$ cat config.mk
export PLATFORM = sky130hd
export DESIGN_NAME = ctsc_div_cell
export DESIGN_NICKNAME = d
export VERILOG_FILES = /design/src/rtl/ctsc_pkg.sv /design/src/rtl/ctsc_div_cell.sv
export SDC_FILE = /design/constraint.sdc
export NUM_CORES = 1
export LEC_CHECK = 0
export BUFFER_PORTS_ARGS = -buffer_cell sky130_fd_sc_hd__buf_2
export CORE_MARGIN = 3
export CORE_UTILIZATION = 30
export DETAILED_ROUTE_END_ITERATION = 8
export PLACE_DENSITY = 0.54
export REMOVE_ABC_BUFFERS = 1
export SYNTH_ARGS = -nofsm -noshare
export SYNTH_HDL_FRONTEND = slang
export SYNTH_SLANG_ARGS = --single-unit
$ cat constraint.sdc
create_clock -name clock -period 24.5 [get_ports clock]
set_input_delay 4.9 -clock clock [delete_from_list [all_inputs] [get_ports clock]]
set_output_delay 4.9 -clock clock [all_outputs]
set_load 0.01 [all_outputs]
$ cat src/rtl/ctsc_pkg.sv
// Package for the cosine Taylor series core: fixed-point constants and widths.
// Used by ctsc_div_cell and cosine_taylor_series_core; depends on nothing.
package ctsc_pkg;

   localparam int ANGLE_W    = 32;
   localparam int COS_W      = 32;
   localparam int TERM_W     = 56;   // magnitude of one series term, Q.48
   localparam int X2_W       = 54;   // reduced angle squared, Q.48
   localparam int TLO_W      = 28;
   localparam int XLO_W      = 27;
   localparam int PP_W       = TLO_W + XLO_W;
   localparam int ACC_W      = TERM_W + X2_W;
   localparam int FRAC_W     = 48;
   localparam int SUM_W      = 64;
   localparam int DVD_W      = 64;   // dividend into the divider chain
   localparam int CELL_BITS  = 8;    // quotient bits retired per cell
   localparam int CELL_COUNT = DVD_W / CELL_BITS;
   localparam int OUT_SHIFT  = 18;

   localparam logic signed [ANGLE_W-1:0] TWO_PI_Q24 = 32'sd105414357;
   localparam logic signed [ANGLE_W-1:0] PI_Q24     = 32'sd52707179;
   localparam logic signed [COS_W-1:0]   ONE_Q30    = 32'sd1073741824;

   // partial product selectors: term half x square half
   typedef enum logic [1:0] {
      PP_LL = 2'd0,
      PP_LH = 2'd1,
      PP_HL = 2'd2,
      PP_HH = 2'd3
   } pp_sel_type;

endpackage

$ cat src/rtl/ctsc_div_cell.sv
// One cell of the restoring divider chain: retires CELL_BITS quotient bits per cycle.
// Depends on ctsc_pkg.
module ctsc_div_cell #(
   parameter int DW = 12
) (
   input  logic                     clock,
   input  logic                     reset,
   input  logic                     vld_i,
   input  logic [ctsc_pkg::DVD_W-1:0] dvd_i,
   input  logic [ctsc_pkg::DVD_W-1:0] quo_i,
   input  logic [DW-1:0]            rem_i,
   input  logic [DW-1:0]            div_i,
   output logic                     vld_o,
   output logic [ctsc_pkg::DVD_W-1:0] dvd_o,
   output logic [ctsc_pkg::DVD_W-1:0] quo_o,
   output logic [DW-1:0]            rem_o
);
   import ctsc_pkg::*;

   logic                 vld_ff;
   logic [DVD_W-1:0]     dvd_ff, dvd_in;
   logic [DVD_W-1:0]     quo_ff, quo_in;
   logic [DW-1:0]        rem_ff, rem_in;

   always_comb begin
      logic [DW:0] trial;
      logic [DW-1:0] r;
      logic [DVD_W-1:0] d;
      logic [DVD_W-1:0] q;
      r = rem_i;
      d = dvd_i;
      q = quo_i;
      for (int i = 0; i < CELL_BITS; i++) begin
         trial = {r, d[DVD_W-1]};
         d = {d[DVD_W-2:0], 1'b0};
         if (trial >= {1'b0, div_i}) begin
            trial = trial - {1'b0, div_i};
            q = {q[DVD_W-2:0], 1'b1};
         end else begin
            q = {q[DVD_W-2:0], 1'b0};
         end
         r = trial[DW-1:0];
      end
      rem_in = r;
      dvd_in = d;
      quo_in = q;
   end

   always_ff @(posedge clock) begin
      if (reset) begin
         vld_ff <= 1'b0;
      end else begin
         vld_ff <= vld_i;
      end
      dvd_ff <= dvd_in;
      quo_ff <= quo_in;
      rem_ff <= rem_in;
   end

   assign vld_o = vld_ff;
   assign dvd_o = dvd_ff;
   assign quo_o = quo_ff;
   assign rem_o = rem_ff;

endmodule

; After elaboration in Yosys (flattened, before gate mapping)
; Cells that the tools add are included.
[op_classes]
n_mux = 16
reduce_logical = 0
n_addsub = 8
div = 0
shift = 0
mul = 0
bitwise = 0
n_eq_ne = 0
order_cmp = 8
[op_table]
columns = op, n
row1 = $ge A13 B12 Y1, 8
row2 = $mux W12, 8
row3 = $sub A12 B12 Y12, 8
row4 = $mux W1, 8
[word_totals]
latch_bits = 0
n_memories = 0
mem_bits_ro = 0
ramBits = 0
in_bits = 155
reg_bits = 133

; Depth between registers and ports, before layout
; Gate-level depths: netlist of the first run.
[depth]
depth_word = 16
depth_mapped = 103

; Worst setup path after synthesis of the first run
; Ideal clock, no wire load.
[synth_timing]
path_type = in2reg
start = input div_i[8]
end = register rem_ff[2] (netlist: rem_o[2])
setup_time_ns = 0.115
required_ns = 24.385
t_arrival_ns = 22.612
cell_stages = 97
setup_slack_ns = 1.773
path_cell_list = inv_1 > ha_1 > a21o_1 > o21bai_4 > a2111oi_4 > o21a_2 > buf_4 > inv_2 > mux2_2 > ha_1 > clkbuf_1 > and4_1 > and3_1 > and3_1 > a211oi_1 > o211a_4 > clkbuf_1 > o21ai_0 > (+61 left out) > buf_2 > nor2_1 > a21oi_1 > ha_1 > o21ai_0 > a21oi_1 > o21ai_0 > a21oi_1 > o21ai_0 > a21oi_1 > o21a_1 > o21a_1 > nor2_1 > o2bb2ai_1 > nor3b_1 > buf_2 > a22oi_1 > o21a_1
[synth_between]
elab_chain_cells = 16
elab_cells_between_ends = 24
classes_between = add/sub: 8 / order compare: 8 / mux: 8
[synth_lines]
columns = element, line
row1 = "start, declared", ctsc_div_cell.sv:12  ; input logic [DW-1:0] div_i,
row2 = $sub A12 B12 Y12 or $ge A13 B12 Y1 (tied branches), "ctsc_div_cell.sv:37, ctsc_div_cell.sv:36"
row3 = $mux W12, ctsc_div_cell.sv:36  ; if (trial >= {1'b0, div_i}) begin
row4 = $sub A12 B12 Y12 or $ge A13 B12 Y1 (tied branches), "ctsc_div_cell.sv:37, ctsc_div_cell.sv:36"
row5 = $mux W12, ctsc_div_cell.sv:36
row6 = $sub A12 B12 Y12 or $ge A13 B12 Y1 (tied branches), "ctsc_div_cell.sv:37, ctsc_div_cell.sv:36"
row7 = $mux W12, ctsc_div_cell.sv:36
row8 = $sub A12 B12 Y12 or $ge A13 B12 Y1 (tied branches), "ctsc_div_cell.sv:37, ctsc_div_cell.sv:36"
row9 = $mux W12, ctsc_div_cell.sv:36
row10 = $ge A13 B12 Y1 or $sub A12 B12 Y12 (tied branches), "ctsc_div_cell.sv:36, ctsc_div_cell.sv:37"
row11 = $mux W12, ctsc_div_cell.sv:36
row12 = $sub A12 B12 Y12 or $ge A13 B12 Y1 (tied branches), "ctsc_div_cell.sv:37, ctsc_div_cell.sv:36"
row13 = $mux W12, ctsc_div_cell.sv:36
row14 = $ge A13 B12 Y1 or $sub A12 B12 Y12 (tied branches), "ctsc_div_cell.sv:36, ctsc_div_cell.sv:37"
row15 = $mux W12, ctsc_div_cell.sv:36
row16 = $sub A12 B12 Y12 or $ge A13 B12 Y1 (tied branches), "ctsc_div_cell.sv:37, ctsc_div_cell.sv:36"
row17 = $mux W12 *, ctsc_div_cell.sv:36
row18 = via rem_in[2], ctsc_div_cell.sv:23  ; logic [DW-1:0] rem_ff, rem_in;
row19 = "end signal, assigned", ctsc_div_cell.sv:57  ; rem_ff <= rem_in;
row20 = "end, declared", ctsc_div_cell.sv:23
; Mark *: on every way through the listed nets, which the timed path passes. The rest lies on a longest branch.
; A chain may end at the register's enable or synchronous reset.

; Worst setup path after layout of the first run
[layout_timing]
start = input div_i[8]
end = register rem_ff[9] (netlist: rem_o[9])
[layout_between]
elab_chain_cells = 16
elab_cells_between_ends = 24
classes_between = add/sub: 8 / order compare: 8 / mux: 8
[layout_lines]
columns = element, line
row1 = $sub A12 B12 Y12 or $ge A13 B12 Y1 (tied branches), "ctsc_div_cell.sv:37, ctsc_div_cell.sv:36"
row2 = $mux W12, ctsc_div_cell.sv:36
row3 = $sub A12 B12 Y12 or $ge A13 B12 Y1 (tied branches), "ctsc_div_cell.sv:37, ctsc_div_cell.sv:36"
row4 = $mux W12, ctsc_div_cell.sv:36
row5 = $sub A12 B12 Y12 or $ge A13 B12 Y1 (tied branches), "ctsc_div_cell.sv:37, ctsc_div_cell.sv:36"
row6 = $mux W12, ctsc_div_cell.sv:36
row7 = $sub A12 B12 Y12 or $ge A13 B12 Y1 (tied branches), "ctsc_div_cell.sv:37, ctsc_div_cell.sv:36"
row8 = $mux W12, ctsc_div_cell.sv:36
row9 = $ge A13 B12 Y1 or $sub A12 B12 Y12 (tied branches), "ctsc_div_cell.sv:36, ctsc_div_cell.sv:37"
row10 = $mux W12, ctsc_div_cell.sv:36
row11 = $sub A12 B12 Y12 or $ge A13 B12 Y1 (tied branches), "ctsc_div_cell.sv:37, ctsc_div_cell.sv:36"
row12 = $mux W12, ctsc_div_cell.sv:36
row13 = $sub A12 B12 Y12 or $ge A13 B12 Y1 (tied branches), "ctsc_div_cell.sv:37, ctsc_div_cell.sv:36"
row14 = $mux W12, ctsc_div_cell.sv:36
row15 = $sub A12 B12 Y12 or $ge A13 B12 Y1 (tied branches), "ctsc_div_cell.sv:37, ctsc_div_cell.sv:36"
row16 = $mux W12 *, ctsc_div_cell.sv:36
row17 = via rem_in[9], ctsc_div_cell.sv:23
; Marks and branches as above.

==> summary.txt, run 1 <==
Synth cell types: 77
Clk slew on worst S/H paths: 0.07 ns
Mean post-synth cell area: 8.95 sq um
Top cells by count, synth: dfxtp_1 (133), ha_1 (96), inv_1 (75), a21oi_1 (63), o21ai_0 (59)
Largest net degree at the start of global routing: 17
Drt initial violations: 498
GR Util All Layers: 18.8%
I/O pins: 296
Final period utilization: 94.2%
First-pass GRT wire length: 45,500 microns
Share of cells above drive strength 1: 38.9%
Synth top area cells: dfxtp_1 (32%), ha_1 (14%), a21oi_1 (3.8%), o21ai_0 (3.5%), inv_1 (3.4%)
Final Max Slew Viols: 0
Cell area after synthesis: 8380 sq um
Yosys top cell by area: dfxtp_1
Number of synthesized register bits: 133
CTS sink count: 133
Post-synth EDFFs: 0
Area of the core: 27,200 sq um
Data required time of the critical path: 24.79 ns
Global route total overflow: 0
Actual slew at the worst max-slew pin: 0.573 ns
Max stage delay on crit path: 0.40 ns
Drt wl/cell: 16.4 microns
Port Buffers: 279
Most frequent cell after synthesis: dfxtp_1
Vias in the first global route: 8,242
Remaining antenna violation count: 0
Area delta synth->final: 45.0%
CP Max Fanout: 11
Nets: 1,650
CP Data Arrival Time: 23.37 ns
Setup TNS: 0 ns
Top cell type's share of synthesized area: 31.8%
DRC viols: 0
Crit path kind: in2reg
Die X: 173 microns
CTS buffer count: 17
Drt pass-1 iters: 4
Crit. End Element: flop
Hpwl dp: 24,300 microns
Final hold violations: 0
RSZ-0062 raised after global routing: false
Initial antenna violation count: 0
Final setup viols: 0
Row Count: 60
Peak Freq: 43.3 MHz
Die height: 173 microns
Worst Hold Class: in2reg
Max clock buf depth: 2
H-tree levels: 4
Fill cells: 2,700
Synth Warn #: 0
Total wire length: 29,100 microns
Status: finished, final reports clean
CTS Root Cell: clkbuf_16
Critical path startpoint category: input pin
Rel. slew slack: 60.8%
Most common flop cell mapped by yosys: dfxtp_1
Hold Path Cell Cnt: 1
Max Cap Viol: 0
Register area share after synthesis: 31.8%
Routed vias/inst: 4.75
Via Count: 8,440
Share of flip-flops with an asynchronous set or reset: 0%
Period minus WS final: 23.08 ns
Die area: 30,000 sq um
Placer Congestion: 0.865
Starting Density: 30.8%
Critical Path Slowest Stage Cell: a2111oi_4
TritonCTS clock tree: built
Post-Syn Instances: 937
==> worst max-delay path, delay by kind of cell <==
family | cells | cell delay [ns]
AOI/OAI and AO/OA | 49 | 9.74
and+or+nand+nor | 17 | 2.68
adders and majority gates | 8 | 2.41
muxes | 6 | 1.83
buffers and inverters | 15 | 1.78
==> layout make-up <==
| class | instances | area [sq um] | area share (%) |
|---|---|---|---|
| timing repair buffer | 448 | 2690 | 22.1 |
| clock inverter | 15 | 181 | 1.49 |
| sequential | 133 | 2660 | 21.9 |
| multi-input combinational | 710 | 5410 | 44.5 |
| tap | 372 | 465 | 3.83 |
| inverter | 81 | 325 | 2.68 |
| antenna | 1 | 2.50 | 0.0206 |
| clock buffer | 17 | 425 | 3.50 |
==> kinds of logic after synthesis <==
kind of cell               synth area share [%]
AOI/OAI and AO/OA                          23.4
and+or+nand+nor                            13.1
DFF                                        31.8
adders and majority gates                  16.2
buffers and inverters                      5.10
xor gates and xnor gates                   5.54
muxes                                      4.85
other                                    0.0447
==> registers in the layout, indices dropped and copies added (netlist names) <==
| register | count |
|---|---|
| quo_o | 64 |
| dvd_o | 56 |
| rem_o | 12 |
| vld_o | 1 |
==> placed cells by master, fill, tap and decap left out, drive strengths merged, types with 5 or more instances in the layout <==
cell / synthesis / layout
inv: 81 / 84
buf: 15 / 448
xnor2: 30 / 30
conb: 1 / 8
nand2b: 9 / 9
o21a: 25 / 25
nor2: 58 / 58
a21o: 19 / 19
and3: 6 / 6
ha: 96 / 96
mux2i: 8 / 8
xor2: 23 / 23
dfxtp: 133 / 133
clkinv: 0 / 5
a21oi: 64 / 64
o21bai: 12 / 12
nor4: 5 / 5
clkinvlp: 0 / 6
o21ai: 70 / 70
nand2: 56 / 56
mux2: 29 / 29
o31ai: 11 / 11
nor3: 15 / 15
nand4: 12 / 12
o211ai: 7 / 7
a21boi: 10 / 10
a211oi: 8 / 8
and2: 5 / 5
a22oi: 18 / 18
clkbuf: 5 / 17
nand3: 19 / 19
fa: 8 / 8
nor2b: 15 / 15
==> path summary, 6_finish.rpt <==
kind	slack, ns	endpoint	startpoint
setup / recovery	1.42	rem_o[9]	div_i[8]
hold / removal	4.59	quo_o[40]	quo_i[32]
==> metal layers <==
metal	share of wire (%)	GRT usage [%]	vias up
met5	0	0	-
met4	1.8	4.29	0
met2	46	31.6	241
met3	4.1	3.12	27
met1	48	25.3	3876
li1	-	-	4296
==> stage by stage <==
| stage | instances | hold WS, ns | setup slack, ns | cell area, sq um | util, % |
|---|---|---|---|---|---|
| 2_1_floorplan | 924 | 4.93 | 1.49 | 8290 | - |
| 3_3_place_gp | 1737 | 5.00 | 0.677 | 11400 | 41.9 |
| 3_5_place_dp | 1737 | 5.00 | 0.695 | 11400 | 41.9 |
| 4_1_cts | 1769 | 4.57 | 0.944 | 12000 | 44.1 |
| 5_1_grt | 1776 | 4.56 | 0.0870 | 12200 | 44.7 |
| 6_report | 1777 | 4.59 | 1.42 | 12200 | 44.7 |
==> timing repair <==
action | 4_1_cts | 5_1_grt
buffers inserted | 0 | 7
hold buffers | 0 | 0
setup endpoints to repair | 0 | 13
resized for setup | 0 | 27
endpoints found under the hold margin | 0 | 0
Power of run 1 is left out: the tool's default activity adds up to more than one toggle a clock period on the data nets, which glitch-free logic cannot reach.
==> run 2, diff against run 1 <==
- ABC_AREA: not set -> 1
- PLACE_DENSITY: 0.54 -> 0.49
==> summary.txt, run 2 <==
DRC viols: 0 (unchanged)
Peak Freq: 45.2 MHz (was 43.3 MHz)
Synth Warn #: 0 (unchanged)
H-tree levels: 4 (unchanged)
Setup WS pre-CTS: 1.40 ns (was 0.695 ns)
Port Buffers: 279 (unchanged)
Hold slack: 4.57 ns (was 4.59 ns)
Status: finished, final reports clean (unchanged)
Global route total overflow: 0 (unchanged)
Via Count: 8,275 (was 8,440)
Register area share after synthesis: 31.2% (was 31.8%)
Setup TNS: 0 ns (unchanged)
Top cells by count, synth: nand2_1 (294), inv_1 (148), dfxtp_1 (133), ha_1 (96), nand3_1 (87) (was dfxtp_1 (133), ha_1 (96), inv_1 (75), a21oi_1 (63), o21ai_0 (59))
I/O pins: 296 (unchanged)
Cell area after synthesis: 8530 sq um (was 8380 sq um)
Remaining antenna violation count: 0 (unchanged)
Nets: 1,689 (was 1,650)
CP Data Arrival Time: 22.43 ns (was 23.37 ns)
CP dominant cell by count: nand2_1
Initial antenna violation count: 3 (was 0)
Critical Path Slowest Stage Cell: o21ai_0 (was a2111oi_4)
Synth cell types: 47 (was 77)
Final Max Slew Viols: 0 (unchanged)
Total wire length: 30,400 microns (was 29,100 microns)
Synth top area cells: dfxtp_1 (31%), ha_1 (14%), nand2_1 (13%), inv_1 (6.5%), xor2_1 (5.1%) (was dfxtp_1 (32%), ha_1 (14%), a21oi_1 (3.8%), o21ai_0 (3.5%), inv_1 (3.4%))
Design area: 10,900 sq um (was 12,200 sq um)
Most frequent cells in the layout: nand2_1 (294), buf_2 (279), inv_1 (148) (was buf_2 (279), buf_4 (167), dfxtp_1 (133))
RSZ-0062 raised after global routing: false (unchanged)
Placed cell area: 10,300 sq um (was 11,400 sq um)
Final period utilization: 90.4% (was 94.2%)
Max Cap Viol: 0 (unchanged)
Share of cells above drive strength 1: 25.9% (was 38.9%)
WL met3: 1690 microns (was 1200 microns)
Yosys top cell by area: dfxtp_1 (unchanged)
Routed vias/inst: 4.54 (was 4.75)
Largest net degree at the start of global routing: 19 (was 17)
Max stage delay on crit path: 0.44 ns (was 0.40 ns)
Drt initial violations: 441 (was 498)
Worst Hold Class: in2reg (unchanged)
Clk slew on worst S/H paths: 0.08 ns (was 0.07 ns)
Final hold violations: 0 (unchanged)
Mean post-synth cell area: 7.50 sq um (was 8.95 sq um)
Crit path launch: div_i[1] (was div_i[8])
Die height: 175 microns (was 173 microns)
Actual slew at the worst max-slew pin: 0.769 ns (was 0.573 ns)
Vias in the first global route: 7,832 (was 8,242)
Post-synth EDFFs: 0 (unchanged)
Max reg flops: 64 (unchanged)
Placer Congestion: 0.891 (was 0.865)
Die X: 175 microns (was 173 microns)
Period minus WS final: 22.14 ns (was 23.08 ns)
Crit path kind: in2reg (unchanged)
HP Start: quo_i[25] (was quo_i[32])
Share of flip-flops with an asynchronous set or reset: 0% (unchanged)
Row Count: 61 (was 60)
Worst setup margin: 2.36 ns (was 1.42 ns)
CTS Root Cell: clkbuf_16 (unchanged)
Max clock buf depth: 2 (unchanged)
Hpwl dp: 24,500 microns (was 24,300 microns)
CTS buffer count: 17 (unchanged)
Commonest non-fill, non-tap cell in the layout: nand2_1 (was buf_2)
Die area: 30,500 sq um (was 30,000 sq um)
Post-Syn Instances: 1,138 (was 937)
Number of synthesized register bits: 133 (unchanged)
Critical path startpoint category: input pin (unchanged)
GR Util All Layers: 19.5% (was 18.8%)
First-pass GRT wire length: 45,500 microns (about the same)
TritonCTS clock tree: built (unchanged)
Data required time of the critical path: 24.79 ns (about the same)
Drt pass-1 iters: 6 (was 4)
Final setup viols: 0 (unchanged)
Metal1 wirelength: 12,600 microns (was 13,900 microns)
Top cell type's share of synthesized area: 31.2% (was 31.8%)
Starting Density: 30.5% (was 30.8%)
Top sig layer: met5 (was met4)
Area delta synth->final: 27.8% (was 45.0%)
Rel. slew slack: 47.4% (was 60.8%)
Most frequent cell after synthesis: nand2_1 (was dfxtp_1)
Fill cells: 2,992 (was 2,700)
Drt wl/cell: 16.7 microns (was 16.4 microns)
Diode count: 0 (was 1)
CP Max Fanout: 18 (was 11)
Metal2 WL: 15,500 microns (was 13,500 microns)
Crit. End Element: flop (unchanged)
Most common flop cell mapped by yosys: dfxtp_1 (unchanged)
Area of the core: 27,900 sq um (was 27,200 sq um)
CTS sink count: 133 (unchanged)
## run 2: final cells by class
cell class,instances,area (sq um),area share [%]
sequential,133,2660,24.4
clock buffer,17,425,3.90
timing repair buffer,288,1460,13.4
tap,378,473,4.34
inverter,157,589,5.41
clock inverter,15,153,1.40
multi-input combinational,833,5140,47.1
## run 2: cells by family (layout without fill, tap and decap cells)
group	after synthesis	after routing	synth area share, %
fa+ha+maj	104	104	16.0
xor+xnor	74	74	7.60
flops	133	133	31.2
simple gates	492	492	26.2
buf+inv	179	477	8.87
compound gates	155	155	10.1
other cells	1	8	0.0440
## run 2: worst paths after layout
check / to / slack, ns / cells after the start
min: quo_o[33] / 4.57 / 1
max: rem_o[9] / 2.36 / 104
## run 2: worst max-delay path, delay by kind of cell
kind	cells	cell delay, ns
compound gates	30	5.66
fa+ha+maj	8	2.91
simple gates	54	6.77
buf+inv	12	2.12
## run 2: stage by stage
step	util, %	cells
after global routing	39.0	1821
after CTS	39.0	1819
after global placement	36.9	1787
after floorplan	-	1123
after detailed placement	36.9	1787
final	39.0	1821
## run 2: what timing repair did
| action | in CTS | in global routing |
|---|---|---|
| hold buffers | 0 | 0 |
| resized for setup | 0 | 0 |
| setup endpoints to repair | 0 | 1 |
| setup buffers | 0 | 2 |
## run 2: per-layer routing
layer | global-route usage [%] | up-vias
li1 | - | 4292
met1 | 22.6 | 3721
met2 | 36.3 | 228
met3 | 4.39 | 28
met4 | 5.22 | 6
met5 | 0 | -
Power of run 2 is left out for the same reason.
